===== src/tvie_pkg.sv =====
// ============================================================================
// tvie_pkg
// Opcodes, stream field widths and the control bundle shared by the
// tiny VM execute block.
// ============================================================================
package tvie_pkg;

    // Widths of the stream fields
    localparam int CMD_W  = 4;
    localparam int OPND_W = 4;
    localparam int IO_W   = 32;
    localparam int NI_W   = 8;

    // Bit positions in the result tuser
    localparam int UOUT_BIT  = 0;
    localparam int UHALT_BIT = 1;

    // Instruction opcodes
    typedef enum logic [CMD_W-1:0] {
        OP_EXIT    = 4'd0,
        OP_LOAD    = 4'd1,
        OP_SAVE    = 4'd2,
        OP_ADD     = 4'd3,
        OP_SUB     = 4'd4,
        OP_GT      = 4'd5,
        OP_LT      = 4'd6,
        OP_EQ      = 4'd7,
        OP_IF      = 4'd8,
        OP_IN      = 4'd9,
        OP_OUT     = 4'd10,
        OP_GOTO    = 4'd11,
        OP_PERSIST = 4'd12,
        OP_RELOAD  = 4'd13,
        OP_CONST   = 4'd14,
        OP_MOVE    = 4'd15
    } op_t;

    // Side effects decided by the execute logic
    typedef struct packed {
        logic work_we;
        logic store_we;
        logic set_stop;
        logic emit;
    } exec_ctrl_t;

endpackage


===== src/tiny_vm_instruction_execute.sv =====
// ============================================================================
// tiny_vm_instruction_execute
// Executes one decoded instruction per request for a 16-opcode machine.
// ============================================================================
// Usage:
//   The slave stream carries one decoded instruction per request. The master
//   stream returns one result per instruction: next instruction number,
//   emitted word and flags.
//   An instruction is registered together with its operand words, which are
//   read from the registered-read working RAM and backing store at
//   acceptance. It executes into the result register when that register is
//   free or being drained, so a result shows on the master side after passing
//   the operand register and then the result register. Throughput is one
//   instruction per cycle while the receiver does not stall: a single execute
//   stage sits between the operand register and the result register, and a
//   write by the executing instruction is forwarded to the one being accepted.
//   When the receiver stalls, the result register holds and the operand
//   register fills; then s_axis_tready drops until the result is taken.
//   Reset clears pc, the stop flag and per-entry valid bits of both RAMs,
//   so every word reads as zero at once; no clearing pass is needed.
//   After an exit instruction, later requests leave state untouched and
//   return the current pc with the halted flag set.
// ============================================================================
module tiny_vm_instruction_execute import tvie_pkg::*; #(
    parameter int DATA_WIDTH = 32,
    parameter int PC_WIDTH   = 8,
    parameter int MEM_DEPTH  = 16
) (
    input  logic        clk,
    input  logic        rst_n,
    input  logic        s_axis_tvalid,
    output logic        s_axis_tready,
    input  logic [47:0] s_axis_tdata,   // cmd, operand_a, operand_b, operand_c, input_value
    output logic        m_axis_tvalid,
    input  logic        m_axis_tready,
    output logic [39:0] m_axis_tdata,   // next_instruction, out_value
    output logic [1:0]  m_axis_tuser    // out_valid, halted
);

    localparam int AW = $clog2(MEM_DEPTH);

    // Request fields
    op_t               s_cmd;
    logic [OPND_W-1:0] s_a;
    logic [OPND_W-1:0] s_b;
    logic [OPND_W-1:0] s_c;
    logic [IO_W-1:0]   s_iv;

    assign s_cmd = op_t'(s_axis_tdata[3:0]);
    assign s_a   = s_axis_tdata[7:4];
    assign s_b   = s_axis_tdata[11:8];
    assign s_c   = s_axis_tdata[15:12];
    assign s_iv  = s_axis_tdata[47:16];

    // Operand stage
    logic              in_vld_reg;
    op_t               cmd_reg;
    logic [OPND_W-1:0] a_reg;
    logic [OPND_W-1:0] b_reg;
    logic [OPND_W-1:0] c_reg;
    logic [IO_W-1:0]   iv_reg;
    logic              fwd0_reg;
    logic              fwd1_reg;
    logic              fwds_reg;
    logic              vld0_reg;
    logic              vld1_reg;
    logic              vlds_reg;
    logic [DATA_WIDTH-1:0] fwd_data_reg;
    logic [DATA_WIDTH-1:0] fwds_data_reg;

    // Machine state
    logic [PC_WIDTH-1:0]  pc_reg;
    logic                 stop_reg;
    logic [MEM_DEPTH-1:0] work_vld_reg;
    logic [MEM_DEPTH-1:0] store_vld_reg;

    // Result register
    logic            out_vld_reg;
    logic [NI_W-1:0] ni_reg;
    logic            emit_reg;
    logic [IO_W-1:0] oval_reg;
    logic            halt_reg;

    logic s_accept;
    logic advance;

    logic [AW-1:0] raddr0;
    logic [AW-1:0] raddr1;
    logic [AW-1:0] raddrs;

    logic [DATA_WIDTH-1:0] rd0;
    logic [DATA_WIDTH-1:0] rd1;
    logic [DATA_WIDTH-1:0] rds;
    logic [DATA_WIDTH-1:0] w0;
    logic [DATA_WIDTH-1:0] w1;
    logic [DATA_WIDTH-1:0] sw;

    exec_ctrl_t            ctrl;
    logic [AW-1:0]         work_waddr;
    logic [DATA_WIDTH-1:0] work_wdata;
    logic [AW-1:0]         store_waddr;
    logic [DATA_WIDTH-1:0] store_wdata;
    logic [PC_WIDTH-1:0]   pc_next;
    logic [IO_W-1:0]       out_word;
    logic                  work_we;
    logic                  store_we;
    logic                  stop_next;
    logic [15:0]           pc_wide;

    // Handshake: execute when the result register is free or being drained
    assign advance       = in_vld_reg && (!out_vld_reg || m_axis_tready);
    assign s_axis_tready = !in_vld_reg || advance;
    assign s_accept      = s_axis_tvalid && s_axis_tready;

    // Pick read addresses: arithmetic reads b and c, the rest read a
    always_comb
    begin
        if (s_cmd inside {OP_ADD, OP_SUB, OP_GT, OP_LT, OP_EQ})
        begin
            raddr0 = AW'(s_b);
        end
        else
        begin
            raddr0 = AW'(s_a);
        end
        raddr1 = AW'(s_c);
        raddrs = AW'(s_a);
    end

    assign work_we  = advance && ctrl.work_we;
    assign store_we = advance && ctrl.store_we;

    // Working RAM, duplicated for two read ports
    tvie_ram #(
        .WIDTH (DATA_WIDTH),
        .DEPTH (MEM_DEPTH)
    ) u_work0 (
        .clk   (clk),
        .we    (work_we),
        .waddr (work_waddr),
        .wdata (work_wdata),
        .re    (s_accept),
        .raddr (raddr0),
        .rdata (rd0)
    );

    tvie_ram #(
        .WIDTH (DATA_WIDTH),
        .DEPTH (MEM_DEPTH)
    ) u_work1 (
        .clk   (clk),
        .we    (work_we),
        .waddr (work_waddr),
        .wdata (work_wdata),
        .re    (s_accept),
        .raddr (raddr1),
        .rdata (rd1)
    );

    // Backing store
    tvie_ram #(
        .WIDTH (DATA_WIDTH),
        .DEPTH (MEM_DEPTH)
    ) u_store (
        .clk   (clk),
        .we    (store_we),
        .waddr (store_waddr),
        .wdata (store_wdata),
        .re    (s_accept),
        .raddr (raddrs),
        .rdata (rds)
    );

    // Operand words: forwarded write, else RAM word, else reset value
    assign w0 = fwd0_reg ? fwd_data_reg  : (vld0_reg ? rd0 : '0);
    assign w1 = fwd1_reg ? fwd_data_reg  : (vld1_reg ? rd1 : '0);
    assign sw = fwds_reg ? fwds_data_reg : (vlds_reg ? rds : '0);

    tvie_exec #(
        .DATA_WIDTH (DATA_WIDTH),
        .PC_WIDTH   (PC_WIDTH),
        .AW         (AW)
    ) u_exec (
        .cmd         (cmd_reg),
        .a           (a_reg),
        .b           (b_reg),
        .c           (c_reg),
        .iv          (iv_reg),
        .op0         (w0),
        .op1         (w1),
        .st          (sw),
        .pc          (pc_reg),
        .stopped     (stop_reg),
        .ctrl        (ctrl),
        .work_waddr  (work_waddr),
        .work_wdata  (work_wdata),
        .store_waddr (store_waddr),
        .store_wdata (store_wdata),
        .pc_next     (pc_next),
        .out_word    (out_word)
    );

    assign stop_next = stop_reg || ctrl.set_stop;
    assign pc_wide   = 16'(pc_next);

    // Operand stage control: valid, forward and valid-bit flags
    always_ff @(posedge clk or negedge rst_n)
    begin
        if (!rst_n)
        begin
            in_vld_reg <= 1'b0;
            fwd0_reg   <= 1'b0;
            fwd1_reg   <= 1'b0;
            fwds_reg   <= 1'b0;
            vld0_reg   <= 1'b0;
            vld1_reg   <= 1'b0;
            vlds_reg   <= 1'b0;
        end
        else
        begin
            if (s_accept)
            begin
                in_vld_reg <= 1'b1;
                fwd0_reg   <= work_we && (work_waddr == raddr0);
                fwd1_reg   <= work_we && (work_waddr == raddr1);
                fwds_reg   <= store_we && (store_waddr == raddrs);
                vld0_reg   <= work_vld_reg[raddr0];
                vld1_reg   <= work_vld_reg[raddr1];
                vlds_reg   <= store_vld_reg[raddrs];
            end
            else if (advance)
            begin
                in_vld_reg <= 1'b0;
            end
        end
    end

    // Operand stage payload
    always_ff @(posedge clk)
    begin
        if (s_accept)
        begin
            cmd_reg       <= s_cmd;
            a_reg         <= s_a;
            b_reg         <= s_b;
            c_reg         <= s_c;
            iv_reg        <= s_iv;
            fwd_data_reg  <= work_wdata;
            fwds_data_reg <= store_wdata;
        end
    end

    // Machine state update on execute
    always_ff @(posedge clk or negedge rst_n)
    begin
        if (!rst_n)
        begin
            pc_reg        <= '0;
            stop_reg      <= 1'b0;
            work_vld_reg  <= '0;
            store_vld_reg <= '0;
        end
        else if (advance)
        begin
            pc_reg   <= pc_next;
            stop_reg <= stop_next;
            if (work_we)
            begin
                work_vld_reg[work_waddr] <= 1'b1;
            end
            if (store_we)
            begin
                store_vld_reg[store_waddr] <= 1'b1;
            end
        end
    end

    // Result register: load on execute, drop once taken
    always_ff @(posedge clk or negedge rst_n)
    begin
        if (!rst_n)
        begin
            out_vld_reg <= 1'b0;
        end
        else if (advance)
        begin
            out_vld_reg <= 1'b1;
        end
        else if (m_axis_tready)
        begin
            out_vld_reg <= 1'b0;
        end
    end

    always_ff @(posedge clk)
    begin
        if (advance)
        begin
            ni_reg   <= pc_wide[NI_W-1:0];
            emit_reg <= ctrl.emit;
            oval_reg <= out_word;
            halt_reg <= stop_next;
        end
    end

    assign m_axis_tvalid = out_vld_reg;
    assign m_axis_tdata  = {oval_reg, ni_reg};
    assign m_axis_tuser  = {halt_reg, emit_reg};

endmodule


===== src/tvie_ram.sv =====
// ============================================================================
// tvie_ram
// Generic single-write, single-read RAM with a registered read port.
// Read during write at the same address returns the old word.
// ============================================================================
module tvie_ram #(
    parameter int WIDTH = 32,
    parameter int DEPTH = 16
) (
    input  logic                     clk,
    input  logic                     we,
    input  logic [$clog2(DEPTH)-1:0] waddr,
    input  logic [WIDTH-1:0]         wdata,
    input  logic                     re,
    input  logic [$clog2(DEPTH)-1:0] raddr,
    output logic [WIDTH-1:0]         rdata
);

    logic [WIDTH-1:0] mem [DEPTH];

    // Write port and registered read port
    always_ff @(posedge clk)
    begin
        if (we)
        begin
            mem[waddr] <= wdata;
        end
        if (re)
        begin
            rdata <= mem[raddr];
        end
    end

endmodule


===== src/tvie_exec.sv =====
// ============================================================================
// tvie_exec
// Combinational execute stage: decides writes, next pc and the emitted
// word for one instruction with its operands already fetched.
// ============================================================================
module tvie_exec import tvie_pkg::*; #(
    parameter int DATA_WIDTH = 32,
    parameter int PC_WIDTH   = 8,
    parameter int AW         = 4
) (
    input  op_t                   cmd,
    input  logic [OPND_W-1:0]     a,
    input  logic [OPND_W-1:0]     b,
    input  logic [OPND_W-1:0]     c,
    input  logic [IO_W-1:0]       iv,
    input  logic [DATA_WIDTH-1:0] op0,      // word at b for arithmetic, else at a
    input  logic [DATA_WIDTH-1:0] op1,      // word at c
    input  logic [DATA_WIDTH-1:0] st,       // backing store word at a
    input  logic [PC_WIDTH-1:0]   pc,
    input  logic                  stopped,
    output exec_ctrl_t            ctrl,
    output logic [AW-1:0]         work_waddr,
    output logic [DATA_WIDTH-1:0] work_wdata,
    output logic [AW-1:0]         store_waddr,
    output logic [DATA_WIDTH-1:0] store_wdata,
    output logic [PC_WIDTH-1:0]   pc_next,
    output logic [IO_W-1:0]       out_word
);

    logic [63:0]           iv_ext;
    logic [63:0]           op0_ext;
    logic [PC_WIDTH-1:0]   pc_inc;
    logic [DATA_WIDTH-1:0] one_w;

    assign iv_ext  = {{(64-IO_W){iv[IO_W-1]}}, iv};
    assign op0_ext = 64'(op0);
    assign pc_inc  = PC_WIDTH'(pc + 1'b1);
    assign one_w   = DATA_WIDTH'(1);

    // Decode and execute
    always_comb
    begin
        ctrl        = '0;
        work_waddr  = AW'(a);
        work_wdata  = '0;
        store_waddr = AW'(b);
        store_wdata = op0;
        pc_next     = pc_inc;
        out_word    = '0;
        if (stopped)
        begin
            pc_next = pc;
        end
        else
        begin
            case (cmd)
                OP_EXIT:
                begin
                    ctrl.set_stop = 1'b1;
                end
                OP_LOAD:
                begin
                    ctrl.work_we = 1'b1;
                    work_waddr   = AW'(b);
                    work_wdata   = st;
                end
                OP_SAVE:
                begin
                    ctrl.store_we = 1'b1;
                end
                OP_ADD:
                begin
                    ctrl.work_we = 1'b1;
                    work_wdata   = op0 + op1;
                end
                OP_SUB:
                begin
                    ctrl.work_we = 1'b1;
                    work_wdata   = op0 - op1;
                end
                OP_GT:
                begin
                    ctrl.work_we = 1'b1;
                    work_wdata   = ($signed(op0) > $signed(op1)) ? one_w : '0;
                end
                OP_LT:
                begin
                    ctrl.work_we = 1'b1;
                    work_wdata   = ($signed(op0) < $signed(op1)) ? one_w : '0;
                end
                OP_EQ:
                begin
                    ctrl.work_we = 1'b1;
                    work_wdata   = (op0 == op1) ? one_w : '0;
                end
                OP_IF:
                begin
                    pc_next = (op0 != '0) ? PC_WIDTH'(b) : PC_WIDTH'(c);
                end
                OP_IN:
                begin
                    ctrl.work_we = 1'b1;
                    work_wdata   = iv_ext[DATA_WIDTH-1:0];
                end
                OP_OUT:
                begin
                    ctrl.emit = 1'b1;
                    out_word  = op0_ext[IO_W-1:0];
                end
                OP_GOTO:
                begin
                    pc_next = PC_WIDTH'(a);
                end
                OP_CONST:
                begin
                    ctrl.work_we = 1'b1;
                    work_waddr   = AW'(b);
                    work_wdata   = DATA_WIDTH'(a);
                end
                OP_MOVE:
                begin
                    ctrl.work_we = 1'b1;
                    work_waddr   = AW'(b);
                    work_wdata   = op0;
                end
                default:
                begin
                    // persist and reload only advance pc
                end
            endcase
        end
    end

endmodule


===== config.mk =====
export PLATFORM = sky130hd
export DESIGN_NAME = tiny_vm_instruction_execute
export DESIGN_NICKNAME = d
export VERILOG_FILES = /design/src/tvie_pkg.sv /design/src/tiny_vm_instruction_execute.sv /design/src/tvie_ram.sv /design/src/tvie_exec.sv
export SDC_FILE = /design/constraint.sdc
export NUM_CORES = 2
export LEC_CHECK = 0
export BUFFER_PORTS_ARGS = -buffer_cell sky130_fd_sc_hd__buf_2
export CORE_MARGIN = 5
export CORE_UTILIZATION = 25
export CTS_BUF_LIST = sky130_fd_sc_hd__clkbuf_4
export DETAILED_ROUTE_END_ITERATION = 10
export GPL_ROUTABILITY_DRIVEN = 0
export PLACE_DENSITY_LB_ADDON = 0.25
export SYNTH_ARGS = -nofsm -noshare
export SYNTH_HDL_FRONTEND = slang
export SYNTH_SLANG_ARGS = --single-unit

===== constraint.sdc =====
create_clock -name clk -period 5.75 [get_ports clk]
set_input_delay 0.575 -clock clk [delete_from_list [all_inputs] [get_ports clk]]
set_output_delay 0.575 -clock clk [all_outputs]
set_load 0.02 [all_outputs]

Word-level counts from Yosys, hierarchy flattened
Memory sizes are Yosys's and may differ from the RTL's. A register that Yosys moved wholly into a read port is not among the register bits.
Index checks and enable logic that the tools add are counted.
Storage, ports and cells
  flip-flop bits (word level): 203
  bits in latches: 0
  RAM bits: 1536
  ROM bits: 0
  input bits: 52
  output and inout bits: 44
  word-level logic and storage cells: 127
  memories: 3
Operators by class
  add/subtract/negate cells: 3
  $mul: 0
  divide/modulo/power cells: 0
  order comparisons: 9
  equality and inequality tests: 22
  shifts and indexed selects: 0
  muxes and demuxes: 40
  bitwise logic cells: 3
  reductions and logical operators: 24
Memories
  u_store.mem: depth 16, width 32, read ports 1, clocked after Yosys merged registers in 1, write ports 1, line tvie_ram.sv:19  | logic [WIDTH-1:0] mem [DEPTH];
  u_work0.mem: depth 16, width 32, read ports 1, clocked after Yosys merged registers in 1, write ports 1, line tvie_ram.sv:19
  u_work1.mem: depth 16, width 32, read ports 1, clocked after Yosys merged registers in 1, write ports 1, line tvie_ram.sv:19
Operators by type and width (number)
  $pmux W32 S9: 1
  $mux W32: 7
  $add A32 B32 Y32: 1
  $eq A32 B32 Y1: 1
  $eq A4 B3 Y1 const B: 8
  $gt A32 B32 Y1: 1
  $lt A32 B32 Y1: 1
  $or A16 B16 Y16: 2
  $reduce_bool A32 Y1: 1
  $sub A32 B32 Y32: 1
  $lt A4 B5 Y1 const B: 5
  $eq A4 B4 Y1 const B: 6
  $mux W1: 20
  $mux W4: 5
  $pmux W8 S2: 1
  $bmux W1 S4: 3
  $eq A4 B2 Y1 const B: 3
  $eq A4 B4 Y1: 3
  $logic_and A1 B1 Y1: 9
  $reduce_or A9 Y1: 1
  $add A8 B1 Y8 const B: 1
  $demux W1 S4: 2
  $ge A4 B1 Y1 const B: 2
  $mux W8: 1
  other kinds (10): 15

Depth between registers and ports, before layout
  depth after elaboration: 9
  gate-level depth with buffers: 17
  mapped depth without buffers: 15

By module
From an unflattened synthesis, not the netlist that was laid out.
Unflattened totals
  cell total of the unflattened synthesis: 3827
  area, all modules: 74136.1 µm²
Modules (own cells, without submodules)
  tvie_ram at u_work0 ...: instances 2, cells each 838, area an instance 20174.3 µm²
  tvie_ram at u_store: instances 1, cells each 838, area an instance 20155.6 µm²
  tiny_vm_instruction_execute: instances 1, cells each 481, area an instance 8070.2 µm²
  tvie_exec: instances 1, cells each 832, area an instance 5561.6 µm²

Least setup slack after synthesis
Ideal clock, no wire load.
  path type: input port to flip-flop
  from: input port m_axis_tready
  to: register a_reg[0] (enable)
  library setup time: 0.559 ns
  arrival: 5.088 ns
  slack: 0.103 ns
  cell stages on the path: 3
  path buffers: 0
  path through: nand3b_1 -> nand2_1 -> inv_1
Between the ends
  word-level cells in the longest chain between the ends: 4
Ends and longest elaborated chain
  from (decl): line tiny_vm_instruction_execute.sv:35  | input logic m_axis_tready,
  $logic_or A1 B1 Y1: line tiny_vm_instruction_execute.sv:111  | assign advance = in_vld_reg && (!out_vld_reg || m_axis_tready);
  $logic_and A1 B1 Y1: line tiny_vm_instruction_execute.sv:111
  $logic_or A1 B1 Y1: line tiny_vm_instruction_execute.sv:112  | assign s_axis_tready = !in_vld_reg || advance;
  $logic_and A1 B1 Y1: line tiny_vm_instruction_execute.sv:113  | assign s_accept = s_axis_tvalid && s_axis_tready;
  via s_accept: line tiny_vm_instruction_execute.sv:84  | logic s_accept;
  to (signal assigned): line tiny_vm_instruction_execute.sv:244  | a_reg <= s_a;
  to (decl): line tiny_vm_instruction_execute.sv:58  | logic [OPND_W-1:0] a_reg;
The timed path passes the listed nets, and every way through them passes these cells.
A chain may end at the register's enable or synchronous reset.

Worst setup path in the final report
  from: register vld0_reg
  to: memory u_work1.mem[11][30] (data pin)
Between the ends
  word-level cells in the longest chain between the ends: 5
  elaborated cells on any way between the ends: 6
  those cells by class: add/sub (2); mux (4)
Ends and longest elaborated chain
  from (decl): line tiny_vm_instruction_execute.sv:65  | logic vld0_reg;
  from (signal assigned): line tiny_vm_instruction_execute.sv:227  | vld0_reg <= work_vld_reg[raddr0];
  $mux W32 (*) (2 in a row): line tiny_vm_instruction_execute.sv:175  | assign w0 = fwd0_reg ? fwd_data_reg : (vld0_reg ? rd0 : '0);
  via store_wdata[9]: line tiny_vm_instruction_execute.sv:102  | logic [DATA_WIDTH-1:0] store_wdata;
  $sub A32 B32 Y32 or $add A32 B32 Y32 (tied branches): line tvie_exec.sv:79, tvie_exec.sv:74
  $pmux W32 S9 (*): line tvie_exec.sv:56  | case (cmd)
  $mux W32 (*): line tvie_exec.sv:50  | if (stopped)
  via u_exec.work_wdata[30]: line tvie_exec.sv:23  | output logic [DATA_WIDTH-1:0] work_wdata,
  to (decl): line tvie_ram.sv:19
Mark *: on every way through the listed nets, which the timed path passes. The rest lies on a longest branch.

==> results by group <==
Outcome
  • Run status: complete, but fails checks
  • Failing checks: DRC

Global routing
  • First-pass GRT wire length: 269000 um
  • Grt ovf: 0
  • Initial antenna violation count: 10
  • Largest net degree at the start of global routing: 94
  • Overall Global Routing Usage: 15.2%
  • Vias in the first global route: 36.5k

Clock network
  • CTS buffer count: 360
  • H-tree depth: 5
  • Clk Latency, worst-skew pair: 1.37 ns
  • Count of hold-fix buffers inserted at cts: 94
  • CTS clk-pin slew, worst paths: 0.08 ns
  • CTS Buffer Depth: 4
  • Clk sink count: 1323
  • CTS tree: yes
  • Root buffer cell: clkbuf_4
  • Resized cells post-CTS: 0
  • Post-CTS setup buffers: 0

STA
  • Final max-slew violation count: 0
  • Slew @ Worst Pin: 1.38 ns
  • Final WS setup: 0.400 ns
  • Final period util: 93.0%
  • Setup TNS Final: 0 ns
  • Layout Skew: 0.146 ns
  • RSZ-0062 raised after global routing: no
  • Slew HR: 8.16%
  • Clock period minus worst slack: 5.35 ns
  • Final Hold Viols: 0
  • Final setup fails: 0
  • FMAX: 187 MHz

Worst setup path
  • R2R depth: 13
  • Crit end category: flop
  • Worst path arrival time: 6.24 ns
  • Required @ worst endpoint: 6.64 ns
  • R2r endpoint: u_work1.mem[11][30]
  • Critical R2R Launch: vld0_reg
  • Worst setup path endpoint: u_work1.mem[11][30]
  • Startpoint Class: flop
  • CP Class: flop to flop
  • Crit. Startpoint: vld0_reg
  • Worst reg2reg setup slack: 0.40 ns
  • Worst-path fanout max: 23

Cells and area
  • Flip-flop count of the largest register after layout: 512
  • Layout fillers: 23.3k
  • Share of cells above drive strength 1: 33.9%
  • FF/Latch Area: 39500 um2
  • Top flop regs: u_store.mem: 512 flops, u_work1.mem: 352 flops, u_work0.mem: 160 flops
  • Final Core Density: 29.6%
  • Layout Nets: 3847
  • Area taken by multi-input logic gates: 18200 um2
  • Area added between synthesis and finish: 17.9%
  • Largest Register: u_store.mem

Floorplan
  • Die area: 244000 um2
  • Core area: 233000 um2
  • Die span in x: 494 um
  • Initial Utilization: 25.2%
  • Core Rows: 177
  • Total I/O pin count: 96
  • Die height: 494 um

Yosys
  • Synth top area share: 65.3%
  • Most common cell in the netlist: edfxtp_1
  • Yosys top cell by area: edfxtp_1
  • Syn avg cell area: 18.1 um2
  • Number of synthesized flops with an enable pin: 1274
  • Synth warnings: 0
  • Synth unique cells: 82
  • Post-synth top cells: edfxtp_1 (1274), mux4_2 (462), nand2_1 (140)
  • Ys flop type: edfxtp_1
  • Mapped cell area: 58600 um2
  • FFs w/ async S/R, synth: 3.70%
  • Net Count, Synth: 3350
  • Syn Inst Count: 3232
  • Post-synthesis sequential area ratio: 67.4%
  • Synth area leaders: edfxtp_1 (65%), mux4_2 (18%), dfrtp_1 (2.1%)
  • Seq cells post-synth: 1323

Detailed routing
  • Metal2 WL: 93600 um
  • DRC violations left: 4
  • DRT Wirelength: 189000 um
  • Via density: 4.92
  • Uppermost routed layer: met4
  • Metal3 WL: 10500 um
  • Routed vias: 34.9k
  • Met1 WL: 75600 um
  • Remaining antenna violation count: 0
  • Detailed Routing Iterations Pass 1: 9
  • DR iter-0 viols: 3489
  • DR WL/cell: 26.6 um

Pwr
  • Power Density: 342 nW/um2
  • LEAKAGE: 0.0228 uW
  • Max VDD drop: 0.167 mV

Placement
  • Pre-CTS setup slack: 0.546 ns
  • IO buf count: 95
  • Hpwl dp: 118000 um

Run
  • Max-capacitance violation count: 0

Min path
  • HP Class: input pin to flop
## stage by stage
step                total power (uW)  hold WS (ns)  std cells  cell area (um2)
global placement               15800         0.450       6405            63900
detailed placement             15800         0.448       6405            63900
global route                   24800         0.329       7100            69100
floorplan                      14200         0.279       3232            58600
finish                         23600         0.397       7103            69100
CTS                            23900         0.245       7095            69100
## cell type report
type	instances	share of cell area (%)
Sequential cell	1323	57.2
Multi-Input combinational cell	1610	26.4
Tap cell	3132	5.67
Clock buffer	491	5.34
Timing Repair Buffer	348	4.20
Clock inverter	105	0.721
Inverter	86	0.478
Antenna cell	8	0.0290
## how the worst min path moves through the flow
| stage | from | to | slack, ns | cells after the start |
|---|---|---|---|---|
| 6_report | s_axis_tdata[5] | a_reg[1] | 0.40 | 2 |
| 5_1_grt | s_axis_tdata[5] | a_reg[1] | 0.33 | 2 |
| 4_1_cts | s_axis_tdata[5] | a_reg[1] | 0.24 | 2 |
| 3_5_place_dp | store_vld_reg[4] | store_vld_reg[4] | 0.45 | 1 |
| 3_3_place_gp | store_vld_reg[11] | store_vld_reg[11] | 0.45 | 1 |
| 2_1_floorplan | rst_n | fwd0_reg | 0.28 | 0 |
## kinds of logic after synthesis
group / Yosys count / share of synthesized area (%)
DFF: 1323 / 67.4
buffers and inverters: 299 / 2.07
adders and majority gates: 66 / 1.43
xor gates and xnor gates: 30 / 0.448
muxes: 484 / 18.1
and+or+nand+nor: 518 / 4.34
AOI/OAI and AO/OA: 512 / 6.19
## critical path, stage by stage (launching register included)
cell and delay [ns]:
dfrtp_1 0.38, nor2b_4 0.71, a22oi_1 0.24, inv_1 0.15
ha_1 0.39, a21oi_1 0.30, nor2b_1 0.18, and4_1 0.30
nor3_1 0.09, a211oi_1 0.55, a31oi_1 0.31, a31oi_1 0.28
xnor2_1 0.09, o22ai_1 0.96
## layer usage
layer  track usage, %  vias to the layer above
met5                0                        -
met2             25.7                     1446
met4             7.16                        0
met3             2.68                      375
li1                 -                    14600
met1             18.9                    18500
## power breakdown
group / switching (uW) / total [uW] / internal [uW]
logic: 2700 / 4210 / 1510
clock network: 3900 / 7960 / 4060
registers: 262 / 11500 / 11200
total: 6860 / 23600 / 16800
## cell usage in the layout (no fill, tap or decap), types with 10 or more instances in the layout
cell type | synthesis | routed
ha_1 | 64 | 64
buf_2 | 41 | 89
nor2_1 | 139 | 109
a21oi_1 | 98 | 98
edfxtp_1 | 1274 | 1274
mux4_2 | 462 | 462
a22oi_1 | 60 | 60
and2_1 | 35 | 35
a31oi_1 | 41 | 41
clkinv_2 | 0 | 16
a211oi_1 | 45 | 44
a21o_1 | 15 | 15
nand4_1 | 14 | 14
nor2b_1 | 15 | 13
nor2_4 | 0 | 28
nor3_1 | 30 | 26
nand2_1 | 140 | 140
o22ai_1 | 30 | 30
nand3_1 | 23 | 23
nor4_1 | 24 | 23
dfrtp_1 | 49 | 47
inv_1 | 84 | 82
nand2b_1 | 16 | 16
o21ai_0 | 53 | 52
and3_1 | 18 | 17
xnor2_1 | 21 | 21
a22o_1 | 48 | 48
buf_4 | 6 | 141
clkinv_1 | 0 | 83
buf_12 | 0 | 20
o211ai_1 | 10 | 10
mux2i_1 | 16 | 12
o31ai_1 | 11 | 11
o21bai_1 | 11 | 11
or2_2 | 36 | 36
a221oi_1 | 22 | 22
dlygate4sd3_1 | 0 | 94
clkbuf_4 | 0 | 491
Note: power is estimated with default switching activity, not from simulation.
